## src/hw/rtl/p2kb_pkg.sv

```systemverilog
// shared widths, register codes and kernel weight table for the blur core
`default_nettype none

package p2kb_pkg;

  // field widths
  localparam int PIX_W   = 16;
  localparam int COORD_W = 8;
  localparam int SIZE_W  = 9;
  localparam int KSIZE_W = 4;
  localparam int HALF_W  = 3;
  localparam int TAP_W   = 4;

  // accumulator and divider widths: 65535 * 145924 fits in 34 bits
  localparam int ACC_W = 34;
  localparam int TOT_W = 18;
  localparam int QUO_W = 16;

  // configuration port
  localparam int CFG_IDX_W  = 4;
  localparam int CFG_DATA_W = 9;

  localparam logic [CFG_IDX_W-1:0] CFG_IMAGE_SIZE  = 4'd0;
  localparam logic [CFG_IDX_W-1:0] CFG_KERNEL_SIZE = 4'd1;

  localparam logic [SIZE_W-1:0]  IMAGE_SIZE_RST  = 9'd256;
  localparam logic [KSIZE_W-1:0] KERNEL_SIZE_RST = 4'd5;

  // total kernel weight (3*2^h-2)^2 for half width h
  function automatic logic [TOT_W-1:0] kernel_total(logic [HALF_W-1:0] half);
    logic [TOT_W-1:0] tot;
    case (half)
      3'd0:    tot = 18'd1;
      3'd1:    tot = 18'd16;
      3'd2:    tot = 18'd100;
      3'd3:    tot = 18'd484;
      3'd4:    tot = 18'd2116;
      3'd5:    tot = 18'd8836;
      3'd6:    tot = 18'd36100;
      default: tot = 18'd145924;
    endcase
    return tot;
  endfunction

endpackage

`default_nettype wire

```

## src/hw/rtl/p2kb_div.sv

```systemverilog
// restoring divider: 16 quotient bits, one compare and subtract per cycle
`default_nettype none

module p2kb_div
  import p2kb_pkg::*;
(
  input  wire logic              clk_i,
  input  wire logic              rst_ni,
  input  wire logic              start_i,
  input  wire logic [ACC_W-1:0]  dividend_i,
  input  wire logic [TOT_W-1:0]  divisor_i,
  output logic                   busy_o,
  output logic      [QUO_W-1:0]  quotient_o
);

  localparam int CNT_W = $clog2(QUO_W);
  localparam logic [CNT_W-1:0] LAST_STEP = CNT_W'(QUO_W - 1);

  logic             busy_q, busy_d;
  logic [CNT_W-1:0] cnt_q, cnt_d;
  logic [ACC_W-1:0] rem_q, rem_d;
  logic [ACC_W-1:0] dsr_q, dsr_d;
  logic [QUO_W-1:0] quo_q, quo_d;
  logic             ge;

  // one quotient bit per cycle, shifted divisor walks right
  always_comb begin
    busy_d = busy_q;
    cnt_d  = cnt_q;
    rem_d  = rem_q;
    dsr_d  = dsr_q;
    quo_d  = quo_q;
    ge     = (rem_q >= dsr_q);
    if (start_i) begin
      busy_d = 1'b1;
      cnt_d  = '0;
      rem_d  = dividend_i;
      dsr_d  = ACC_W'({divisor_i, {(QUO_W-1){1'b0}}});
      quo_d  = '0;
    end else if (busy_q) begin
      if (ge) begin
        rem_d = rem_q - dsr_q;
      end
      quo_d = {quo_q[QUO_W-2:0], ge};
      dsr_d = dsr_q >> 1;
      cnt_d = cnt_q + CNT_W'(1);
      if (cnt_q == LAST_STEP) begin
        busy_d = 1'b0;
      end
    end
  end

  always_ff @(posedge clk_i or negedge rst_ni) begin
    if (!rst_ni) begin
      busy_q <= 1'b0;
      cnt_q  <= '0;
      rem_q  <= '0;
      dsr_q  <= '0;
      quo_q  <= '0;
    end else begin
      busy_q <= busy_d;
      cnt_q  <= cnt_d;
      rem_q  <= rem_d;
      dsr_q  <= dsr_d;
      quo_q  <= quo_d;
    end
  end

  assign busy_o     = busy_q;
  assign quotient_o = quo_q;

endmodule

`default_nettype wire

```

## config.mk

```make
export PLATFORM = sky130hd
export DESIGN_NAME = p2kb_div
export DESIGN_NICKNAME = d
export VERILOG_FILES = /design/src/hw/rtl/p2kb_pkg.sv /design/src/hw/rtl/p2kb_div.sv
export SDC_FILE = /design/constraint.sdc
export NUM_CORES = 1
export LEC_CHECK = 0
export ABC_AREA = 1
export BUFFER_PORTS_ARGS = -buffer_cell sky130_fd_sc_hd__buf_2
export CAP_MARGIN = 10
export CORE_MARGIN = 5
export CORE_UTILIZATION = 55
export CTS_CLUSTER_SIZE = 28
export DETAILED_ROUTE_END_ITERATION = 8
export PLACE_DENSITY = 0.76
export SLEW_MARGIN = 20
export SYNTH_ARGS = -nofsm -noshare
export SYNTH_HDL_FRONTEND = slang
export SYNTH_SLANG_ARGS = --single-unit
```

## constraint.sdc

```tcl
create_clock -name clk_i -period 2.15 [get_ports clk_i]
set_input_delay 0.1075 -clock clk_i [delete_from_list [all_inputs] [get_ports clk_i]]
set_output_delay 0.1075 -clock clk_i [all_outputs]
set_load 0.01 [all_outputs]
```

==> impl_metrics.csv, run 1 <==
group,metric,value,unit
worst_setup_path,cp_max_fo,6,
finish,final_cell_mix,"277 x nand2_1, 137 x inv_1, 87 x dfrtp_1, 72 x o21ai_0, 70 x buf_2",
drt,num_vias,7145,
worst_hold_path,holdCritStartpoint,"divisor_i[0]",
flow_run,drv_cap,0,
floorplanning,die_y,117.2,um
drt,drc_errors,0,
clocking,cts_buffer_depth,2,
worst_hold_path,holdPathEnd,"dsr_q[15]$_DFFE_PN0P_",
drt,postRouteAntennaNets,0,
grt,grt_pass1_vias,6301,
sta,rsz0062_at_grt,"yes",
synth,postSynthCellCount,951,
worst_setup_path,rr_startpoint,"rem_q[13]$_DFFE_PN0P_",
clocking,root_buffer,"clkbuf_16",
grt,track_usage,28.14,%
worst_setup_path,crit_arrival,2.49,ns
placed_design,placedCellCount,1196,
worst_setup_path,path_delay_family,"simple AND/OR/NAND/NOR gates",
placed_design,place.gp.congestion,1.059,
sta,relSlewSlack,64.15,%
drt,dr.pass1.iters,5,
drt,highest_layer,"met4",
finish,nFillCells,812,
placed_design,place_ws,-0.07585,ns
finish,final_cells,1247,
sta,hold_violations,0,
floorplanning,dieWidth,117.2,um
drt,drt_wl_total,21.17,mm
synth,syn-num-nets,1041,
worst_hold_path,hp-class,"primary input to flop",
worst_setup_path,reg2reg_slack,-0.09,ns
worst_setup_path,slowest_delay,0.42,ns
worst_setup_path,reg2reg_depth,13,
grt,grt_first_pass_wirelength,30.22,mm
sta,max_freq,0.4469,GHz
sta,finalClockSkew,0.009916,ns
clocking,clk_latency,0.36,ns
worst_hold_path,holdPathStages,3,
sta,finalSetupTns,-1.867,ns
grt,antenna_found_initial,0,
floorplanning,ios,72,
worst_setup_path,cp_common_cell,"nand2_2",
power,powerDensity,1340,nW/um^2
grt,grt_overflow,0,
synth,synth_edf_count,0,
sta,finalSetupViolations,34,
drt,wl_met3,2.226,mm
floorplanning,row_count,39,
worst_setup_path,path_buf_inv,2,
drt,viasPerCell,5.730,
synth,yosys.cell_types.count,36,
clocking,clk_pin_slew,0.07,ns
synth,ys_ff_latch,88,
clocking,cts-htree-levels,3,
placed_design,hpwl,13.39,mm
floorplanning,core,11320,sq um
synth,yosysWarnings,0,
sta,fin_crit,2.238,ns
worst_setup_path,cp-start-kind,"flop",
sta,slew_viol_final,0,
worst_setup_path,cp-end-kind,"flop",
power,peakVddDrop,0.9923,mV
synth,synth_top_flop_cell,"dfrtp_1",
synth,seq_area_frac_synth,34.82,%
drt,wire_per_inst,16.98,um
synth,synthArstFlopShare,100.0,%
floorplanning,start_util,55.87,%
outcome,violations,"negative setup slack",
synth,netlist_area,6325,sq um
sta,fin_ws,-0.08781,ns
worst_setup_path,crit_chain,"ha_4 -> nand2_4 -> nor2_4 -> nand2_2 -> inv_2 -> nand2_2 -> nor3_4 -> a21oi_4 -> nand3_4 -> nand2_8 -> buf_12 -> nand2_1 -> o21ai_1",
clocking,cts_tree,"done",
finish,antennaDiodeCount,0,
sta,tightest_slew,0.5378,ns
clocking,numCtsBuffers,9,
drt,drt-initial-drc-count,650,
drt,m1WireLength,8.398,mm
clocking,cts_sinks,88,
worst_setup_path,path_class,"flop to flop",
finish,final_common_cell,"nand2_1",
grt,grt_start_max_net_pins,41,
finish,nNetsFinal,1189,
finish,final_layout_size_suffix_gt1_share,28.53,%
outcome,status,"complete, but fails checks",
placed_design,portBuffers,71,
worst_setup_path,required,2.40,ns
sta,fin_crit_sh,104.1,%
synth,syn_avg_cell_area,6.651,sq um
worst_setup_path,reg2reg_to,"rem_q[15]$_DFFE_PN0P_",
floorplanning,die_area,13740,sq um
power,leakage,0.004466,uW
worst_setup_path,slowest_stage,"dfrtp_1",
drt,route.met2.wl,9.711,mm
finish,synthToLayoutAreaGrowth,36.24,%
==> cell type report <==
cell class,count,area [sq um],area share (%)
inverter,143,536.8,6.229
tap,143,178.9,2.076
clock inverter,7,68.82,0.7986
sequential,88,2203,25.57
timing repair buffer,161,1185,13.75
clock buffer,9,225.2,2.614
multi-input combinational,696,4219,48.96
==> registers in the layout, indices dropped and copies added, names as in the netlist <==
name and count:
cnt_q 4, rem_q 34, busy_o 1, quotient_o 16
dsr_q 33
==> what timing repair did <==
action | CTS | global route
cloned | 4 | 4
setup endpoints to repair | 34 | 34
gates resized for setup | 24 | 147
setup buffers | 1 | 10
pin swaps | 2 | 41
hold buffers | 16 | 0
endpoints found under the hold margin | 53 | 0
==> worst min-delay path, delay by kind of cell <==
kind,cells,cell delay [ns]
buffers and inverters,1,0.09
AO/OA/AOI/OAI,1,0.10
AND/OR/NAND/NOR,1,0.04
==> Yosys cell counts (all sizes together), types with 3 or more instances <==
| cell | instances | area [sq um] |
|---|---|---|
| dfrtp | 88 | 2202 |
| xnor2 | 7 | 61.31 |
| ha | 34 | 425.4 |
| nor2 | 63 | 266.5 |
| a21oi | 39 | 198.9 |
| nand4 | 9 | 56.30 |
| nor3 | 5 | 30.03 |
| inv | 143 | 536.8 |
| o21bai | 6 | 45.04 |
| o21ai | 80 | 400.4 |
| a31oi | 3 | 18.77 |
| nand3 | 59 | 310.3 |
| buf | 12 | 82.57 |
| or2 | 5 | 31.28 |
| o22ai | 30 | 187.7 |
| clkbuf | 16 | 60.06 |
| nand2 | 345 | 1344 |
==> metal layers <==
metal / up-vias / track usage (%)
met1: 3310 / 39.65
met3: 78 / 5.604
li1: 3335 / -
met4: 0 / 8.869
met5: - / 0
met2: 422 / 43.67
==> worst max path at each step <==
stage	from	endpoint	slack, ns	cells past startpoint
floorplan	dsr_q[0]$_DFFE_PN0P_	rem_q[33]$_DFFE_PN0P_	0.20	13
global route	rem_q[13]$_DFFE_PN0P_	rem_q[15]$_DFFE_PN0P_	-0.18	13
finish	rem_q[13]$_DFFE_PN0P_	rem_q[15]$_DFFE_PN0P_	-0.09	13
CTS	rem_q[22]$_DFFE_PN0P_	rem_q[13]$_DFFE_PN0P_	0.002	11
detailed placement	dsr_q[0]$_DFFE_PN0P_	rem_q[1]$_DFFE_PN0P_	-0.08	14
global placement	rem_q[0]$_DFFE_PN0P_	rem_q[13]$_DFFE_PN0P_	-0.02	15
==> report_power, final <==
part	switching (uW)	internal, uW
clock network	790	821
logic	4430	3060
registers	401	2040
==> through the flow <==
stage | total power [uW] | cell area, sq um | util, % | hold WS [ns]
after floorplan | 6110 | 6325 | - | -0.1881
after global placement | 7738 | 7187 | 63.48 | 0.1208
after detailed placement | 7830 | 7187 | 63.48 | 0.1225
after CTS | 9886 | 7849 | 69.33 | 0.001760
after global routing | 12260 | 8617 | 76.12 | 0.003497
final | 11550 | 8617 | 76.12 | 0.01902
==> kinds of logic (layout without fill, tap and decap cells) <==
group / count (synthesis) / after routing / share of synthesized area (%)
AND/OR/NAND/NOR: 489 / 493 / 32.58
AO/OA/AOI/OAI: 160 / 160 / 13.71
adder cells (fa/ha/maj): 35 / 35 / 7.043
buffers and inverters: 171 / 320 / 10.74
flip-flops: 88 / 88 / 34.82
XOR/XNOR: 8 / 8 / 1.108
(Power assumes the default switching activity.)
==> inputs of run 2 (changes only) <==
--- a/config.mk
+++ b/config.mk
@@ -8,6 +8,7 @@
 export ABC_AREA = 1
 export BUFFER_PORTS_ARGS = -buffer_cell sky130_fd_sc_hd__buf_2
 export CAP_MARGIN = 10
+export CORE_ASPECT_RATIO = 1.1
 export CORE_MARGIN = 5
 export CORE_UTILIZATION = 55
 export CTS_CLUSTER_SIZE = 28
==> impl_metrics.csv, run 2 (synthesis results as in run 1) <==
group,metric,value,unit
outcome,status,"complete, but fails checks",
outcome,violations,"negative setup slack",
finish,antennaDiodeCount,0,
clocking,cts_buffer_depth,2,
clocking,cts_sinks,88,
grt,grt_start_max_net_pins,58,
clocking,root_buffer,"clkbuf_16",
sta,slew_viol_final,0,
worst_setup_path,reg2reg_to,"rem_q[0]$_DFFE_PN0P_",
floorplanning,die_area,13750,sq um
worst_hold_path,hp-class,"primary input to flop",
power,powerDensity,1361,nW/um^2
finish,final_common_cell,"nand2_1",
worst_setup_path,reg2reg_depth,14,
placed_design,hpwl,13.76,mm
sta,finalClockSkew,0.008751,ns
finish,nFillCells,886,
sta,finalSetupViolations,1,
grt,track_usage,28.13,%
drt,drt-initial-drc-count,679,
finish,largest_register_ffs,34,
worst_setup_path,required,2.42,ns
sta,tightest_slew,0.7290,ns
power,leakage,0.004380,uW
clocking,cts_tree,"done",
floorplanning,ios,72,
flow_run,drv_cap,0,
floorplanning,die_y,122.5,um
finish,synthToLayoutAreaGrowth,35.41,%
finish,final_cell_mix,"285 x nand2_1, 123 x inv_1, 88 x dfrtp_1, 79 x buf_4, 73 x o21ai_0",
sta,max_freq,0.4643,GHz
sta,fin_crit,2.154,ns
drt,viasPerCell,5.524,
power,p_int,6287,uW
finish,final_layout_size_suffix_gt1_share,30.18,%
power,seq_power_share,20.5,%
drt,postRouteAntennaNets,0,
floorplanning,core,11390,sq um
placed_design,dpl_cell_area,7283,sq um
grt,grt_first_pass_wirelength,30.68,mm
finish,regMostFlops,"rem_q",
worst_setup_path,path_class,"flop to flop",
floorplanning,start_util,55.54,%
finish,nNetsFinal,1195,
power,p_sw,5368,uW
sta,hold_violations,0,
grt,grt_pass1_vias,6323,
finish,multi_input_area,4169,sq um
finish,post-route-util,75.20,%
power,peakVddDrop,0.7294,mV
placed_design,place.gp.congestion,1.008,
clocking,numCtsBuffers,9,
sta,rsz0062_at_grt,"yes",
finish,design_area,8564,sq um
clocking,clk_pin_slew,0.06,ns
worst_setup_path,cp_max_fo,8,
worst_setup_path,crit_arrival,2.42,ns
drt,drt_wl_total,20.75,mm
worst_setup_path,cp-end-kind,"flop",
worst_hold_path,holdPathEnd,"dsr_q[22]$_DFFE_PN0P_",
sta,fin_ws,-0.003817,ns
drt,num_vias,6960,
grt,grt_overflow,0,
worst_setup_path,rr_startpoint,"rem_q[13]$_DFFE_PN0P_",
worst_hold_path,holdPathStages,3,
grt,antenna_found_initial,0,
sta,fin_crit_sh,100.2,%
sta,relSlewSlack,51.33,%
worst_hold_path,holdCritStartpoint,"divisor_i[7]",
clocking,cts-htree-levels,3,
worst_setup_path,reg2reg_slack,-0.004,ns
power,p_comb_share,64.8,%
floorplanning,row_count,41,
power,p_sw_share,46.06,%
drt,wire_per_inst,16.47,um
power,p_clk_share,14.7,%
clocking,clk_latency,0.35,ns
worst_setup_path,cp-start-kind,"flop",
drt,drc_errors,0,
floorplanning,dieWidth,112.2,um
finish,regArea,2202,sq um
drt,dr.pass1.iters,5,
placed_design,portBuffers,71,
[run 2: cell count changes in the layout (fill, tap and decap cells not counted), sizes merged]
cell         change
inv              -5
bufinv           +2
clkinv           +1
dlygate4sd3      -4
nand2            +1
buf             +11
[run 2: final cells by class]
type | count | area share, %
clock buffer | 11 | 2.834
multi-input combinational | 697 | 48.68
inverter | 143 | 6.267
timing repair buffer | 166 | 13.38
sequential | 88 | 25.71
tap | 150 | 2.191
clock inverter | 5 | 0.9350
[run 2: power groups by stage]
stage	combinational, uW	sequential [uW]	clock (uW)
floorplan	3880	2230	0
global placement	5750	2270	0
detailed placement	5810	2280	0
CTS	6130	2280	1730
global route	8230	2430	1800
finish	7550	2390	1710
[run 2: worst max-delay path by stage]
| stage | startpoint | end | slack [ns] | cells after the start |
|---|---|---|---|---|
| after global placement | rem_q[25]$_DFFE_PN0P_ | rem_q[1]$_DFFE_PN0P_ | -0.01 | 11 |
| final | rem_q[13]$_DFFE_PN0P_ | rem_q[0]$_DFFE_PN0P_ | -0.004 | 14 |
| after global routing | dsr_q[16]$_DFFE_PN0P_ | rem_q[21]$_DFFE_PN0P_ | -0.13 | 14 |
| after floorplan | dsr_q[0]$_DFFE_PN0P_ | rem_q[33]$_DFFE_PN0P_ | 0.20 | 13 |
| after detailed placement | rem_q[17]$_DFFE_PN0P_ | rem_q[1]$_DFFE_PN0P_ | -0.04 | 13 |
| after CTS | dsr_q[9]$_DFFE_PN0P_ | rem_q[30]$_DFFE_PN0P_ | 0.001 | 14 |
[run 2: metrics by stage]
stage	power (uW)	cells	TNS [ns]	hold slack (ns)	worst slack, ns
floorplan	6110	951	0	-0.1881	0.2025
global placement	8025	1213	-0.03240	0.1300	-0.01205
detailed placement	8086	1213	-0.3449	0.1217	-0.04415
CTS	10130	1244	0	0.0007162	0.0009943
global route	12470	1260	-1.932	0.01917	-0.1303
finish	11650	1260	-0.003817	0.006306	-0.003817
[run 2: critical path: stages (launching register included)]
cell and delay [ns]:
dfrtp_1 0.42, ha_4 0.28, nand2_4 0.11, inv_1 0.05, nand2_1 0.08, nand2_2 0.08
nand2_2 0.07, nand2_2 0.07, nand2_2 0.09, nand3_2 0.10, nand2_2 0.12, nand2_4 0.07
nand2_8 0.18, nand2_8 0.14, o21ai_0 0.21
[run 2: timing repair]
| action | in CTS | in global routing |
|---|---|---|
| pin swaps | 4 | 32 |
| hold endpoints to repair | 50 | 0 |
| setup endpoints to repair | 27 | 35 |
| buffers inserted | 1 | 13 |
| resized for setup | 16 | 140 |
| hold buffers | 12 | 0 |
| gates cloned | 2 | 3 |
[run 2: metal layers]
metal  part of all wire [%]  track usage [%]  vias to the layer above
met3                    6.7            4.536                       58
met5                      0                0                        -
met1                     42            37.68                     3262
met2                     48            46.01                      289
li1                       -                -                     3351
met4                    3.7            10.97                        0
==> inputs of run 3 (changes only) <==
--- a/config.mk
+++ b/config.mk
@@ -13,7 +13,9 @@
 export CORE_UTILIZATION = 55
 export CTS_CLUSTER_SIZE = 28
 export DETAILED_ROUTE_END_ITERATION = 8
+export GPL_ROUTABILITY_DRIVEN = 0
 export PLACE_DENSITY = 0.76
+export SKIP_CTS_REPAIR_TIMING = 1
 export SLEW_MARGIN = 20
 export SYNTH_ARGS = -nofsm -noshare
 export SYNTH_HDL_FRONTEND = slang
==> impl_metrics.csv, run 3 (synthesis results as in run 1) <==
group,metric,value,unit
worst_setup_path,path_class,"flop to flop",
outcome,status,"complete, but fails checks",
worst_setup_path,cp_max_fo,9,
sta,hold_violations,4,
power,p_int,5955,uW
power,total_power,11180,uW
sta,fin_ws,-0.03515,ns
power,seq_power_share,21.5,%
clocking,root_buffer,"clkbuf_16",
worst_setup_path,path_buf_inv,2,
grt,grt_start_max_net_pins,58,
flow_run,drv_cap,0,
sta,relSlewSlack,57.34,%
worst_setup_path,slowest_delay,0.37,ns
sta,fin_crit_sh,101.6,%
finish,synthToLayoutAreaGrowth,31.18,%
sta,finalSetupViolations,20,
worst_setup_path,cp-start-kind,"flop",
finish,final_cell_mix,"301 x nand2_1, 127 x inv_1, 88 x dfrtp_1, 73 x o21ai_0, 70 x buf_2",
drt,drc_errors,0,
floorplanning,dieWidth,112.2,um
floorplanning,row_count,41,
clocking,numCtsBuffers,9,
drt,wire_per_inst,16.33,um
sta,fin_crit,2.185,ns
power,p_sw_share,46.74,%
clocking,clk_latency,0.35,ns
sta,tightest_slew,0.6390,ns
worst_hold_path,hp-class,"primary input to flop",
worst_setup_path,reg2reg_slack,-0.04,ns
clocking,cts_sinks,88,
drt,drt-initial-drc-count,632,
clocking,cts_buffer_depth,2,
power,powerDensity,1347,nW/um^2
sta,holdWs,-0.02178,ns
drt,dr.pass1.iters,5,
power,p_comb_share,64.7,%
finish,nNetsFinal,1173,
finish,antennaDiodeCount,0,
finish,nFillCells,894,
placed_design,dpl_cell_area,7193,sq um
floorplanning,start_util,55.54,%
worst_setup_path,path_delay_family,"simple AND/OR/NAND/NOR gates",
finish,design_area,8297,sq um
clocking,cts_tree,"done",
finish,regMostFlops,"rem_q",
grt,grt_overflow,0,
finish,final_layout_size_suffix_gt1_share,26.89,%
finish,largest_register_ffs,34,
worst_setup_path,cp_common_cell,"nand2_2",
grt,track_usage,26.40,%
worst_setup_path,slowest_stage,"dfrtp_1",
power,p_clk_share,13.7,%
placed_design,portBuffers,71,
clocking,cts-htree-levels,3,
drt,num_vias,6947,
grt,antenna_found_initial,0,
power,leakage,0.004246,uW
worst_setup_path,crit_arrival,2.42,ns
worst_setup_path,required,2.39,ns
finish,final_common_cell,"nand2_1",
worst_setup_path,cp-end-kind,"flop",
floorplanning,die_area,13750,sq um
floorplanning,core,11390,sq um
placed_design,place_ws,-0.05902,ns
sta,finalClockSkew,0.005303,ns
placed_design,hpwl,13.36,mm
finish,final_cells,1236,
drt,viasPerCell,5.621,
drt,drt_wl_total,20.18,mm
power,peakVddDrop,0.6184,mV
drt,postRouteAntennaNets,0,
placed_design,placedCellCount,1201,
sta,slew_viol_final,0,
sta,max_freq,0.4576,GHz
power,p_sw,5225,uW
sta,rsz0062_at_grt,"yes",
floorplanning,ios,72,
grt,grt_pass1_vias,6144,
floorplanning,die_y,122.5,um
grt,grt_first_pass_wirelength,29.19,mm
clocking,clk_pin_slew,0.06,ns
outcome,violations,"negative hold slack, negative setup slack",
worst_setup_path,crit_chain,"inv_1 -> ha_4 -> nand2_4 -> inv_1 -> a21oi_1 -> nand2_2 -> nand2_2 -> nand3_2 -> nand2_2 -> nand2_4 -> nand2_8 -> nand2_8 -> nand2_1 -> nand2_1",
[run 3: changes by cell type in the layout (fill, tap and decap cells not counted), moves of 2 or more]
cell and delta:
a21oi_1 +3, a21oi_4 -2, buf_4 -15, dlygate4sd3_1 -6, inv_1 +4, inv_2 -4, nand2_1 +16, nand2_2 -16
nor2_2 -5, nor2_4 +4
[run 3: metrics by stage]
stage / setup TNS [ns] / util, %
after floorplan: 0 / -
after global placement: -0.008309 / 63.16
after detailed placement: -1.055 / 63.16
after CTS: -1.549 / 65.60
after global routing: -4.217 / 72.85
final: -0.3143 / 72.85
[run 3: power by group through the flow]
| stage | clock (uW) | sequential, uW | combinational, uW |
|---|---|---|---|
| 2_1_floorplan | 0 | 2230 | 3880 |
| 3_3_place_gp | 0 | 2270 | 5540 |
| 3_5_place_dp | 0 | 2280 | 5630 |
| 4_1_cts | 1550 | 2260 | 5660 |
| 5_1_grt | 1620 | 2440 | 7890 |
| 6_report | 1530 | 2410 | 7240 |
[run 3: layout make-up]
type                            count  area (sq um)  area share (%)
Timing Repair Buffer              145         973.4           11.73
Clock buffer                       11         232.7           2.805
Tap cell                          150         187.7           2.262
Multi-Input combinational cell    696          4119           49.65
Inverter                          143         536.8           6.470
Sequential cell                    88          2202           26.54
Clock inverter                      3         45.04          0.5429
[run 3: worst paths after layout]
check	from	endpoint	cells past startpoint
worst max-delay path	dsr_q[17]$_DFFE_PN0P_	rem_q[14]$_DFFE_PN0P_	14
worst min-delay path	divisor_i[13]	dsr_q[28]$_DFFE_PN0P_	3
worst max register to register	dsr_q[17]$_DFFE_PN0P_	rem_q[14]$_DFFE_PN0P_	14
worst min register to register	quotient_o[15]$_DFFE_PN0P_	quotient_o[15]$_DFFE_PN0P_	2
max in group asynchronous	rst_ni	rem_q[25]$_DFFE_PN0P_	3
min in group asynchronous	rst_ni	dsr_q[4]$_DFFE_PN0P_	2
[run 3: tightest hold or removal path, delay by kind of cell]
kind,cells,cell delay [ns]
AO/OA/AOI/OAI,2,0.11
buffers and inverters,1,0.07
[run 3: per-layer routing]
layer,vias up,global-route usage [%],share of wire (%)
met2,350,43.70,46
met1,3218,34.43,40
met5,-,0,0
li1,3295,-,-
met4,0,11.34,4.9
met3,84,4.290,8.6
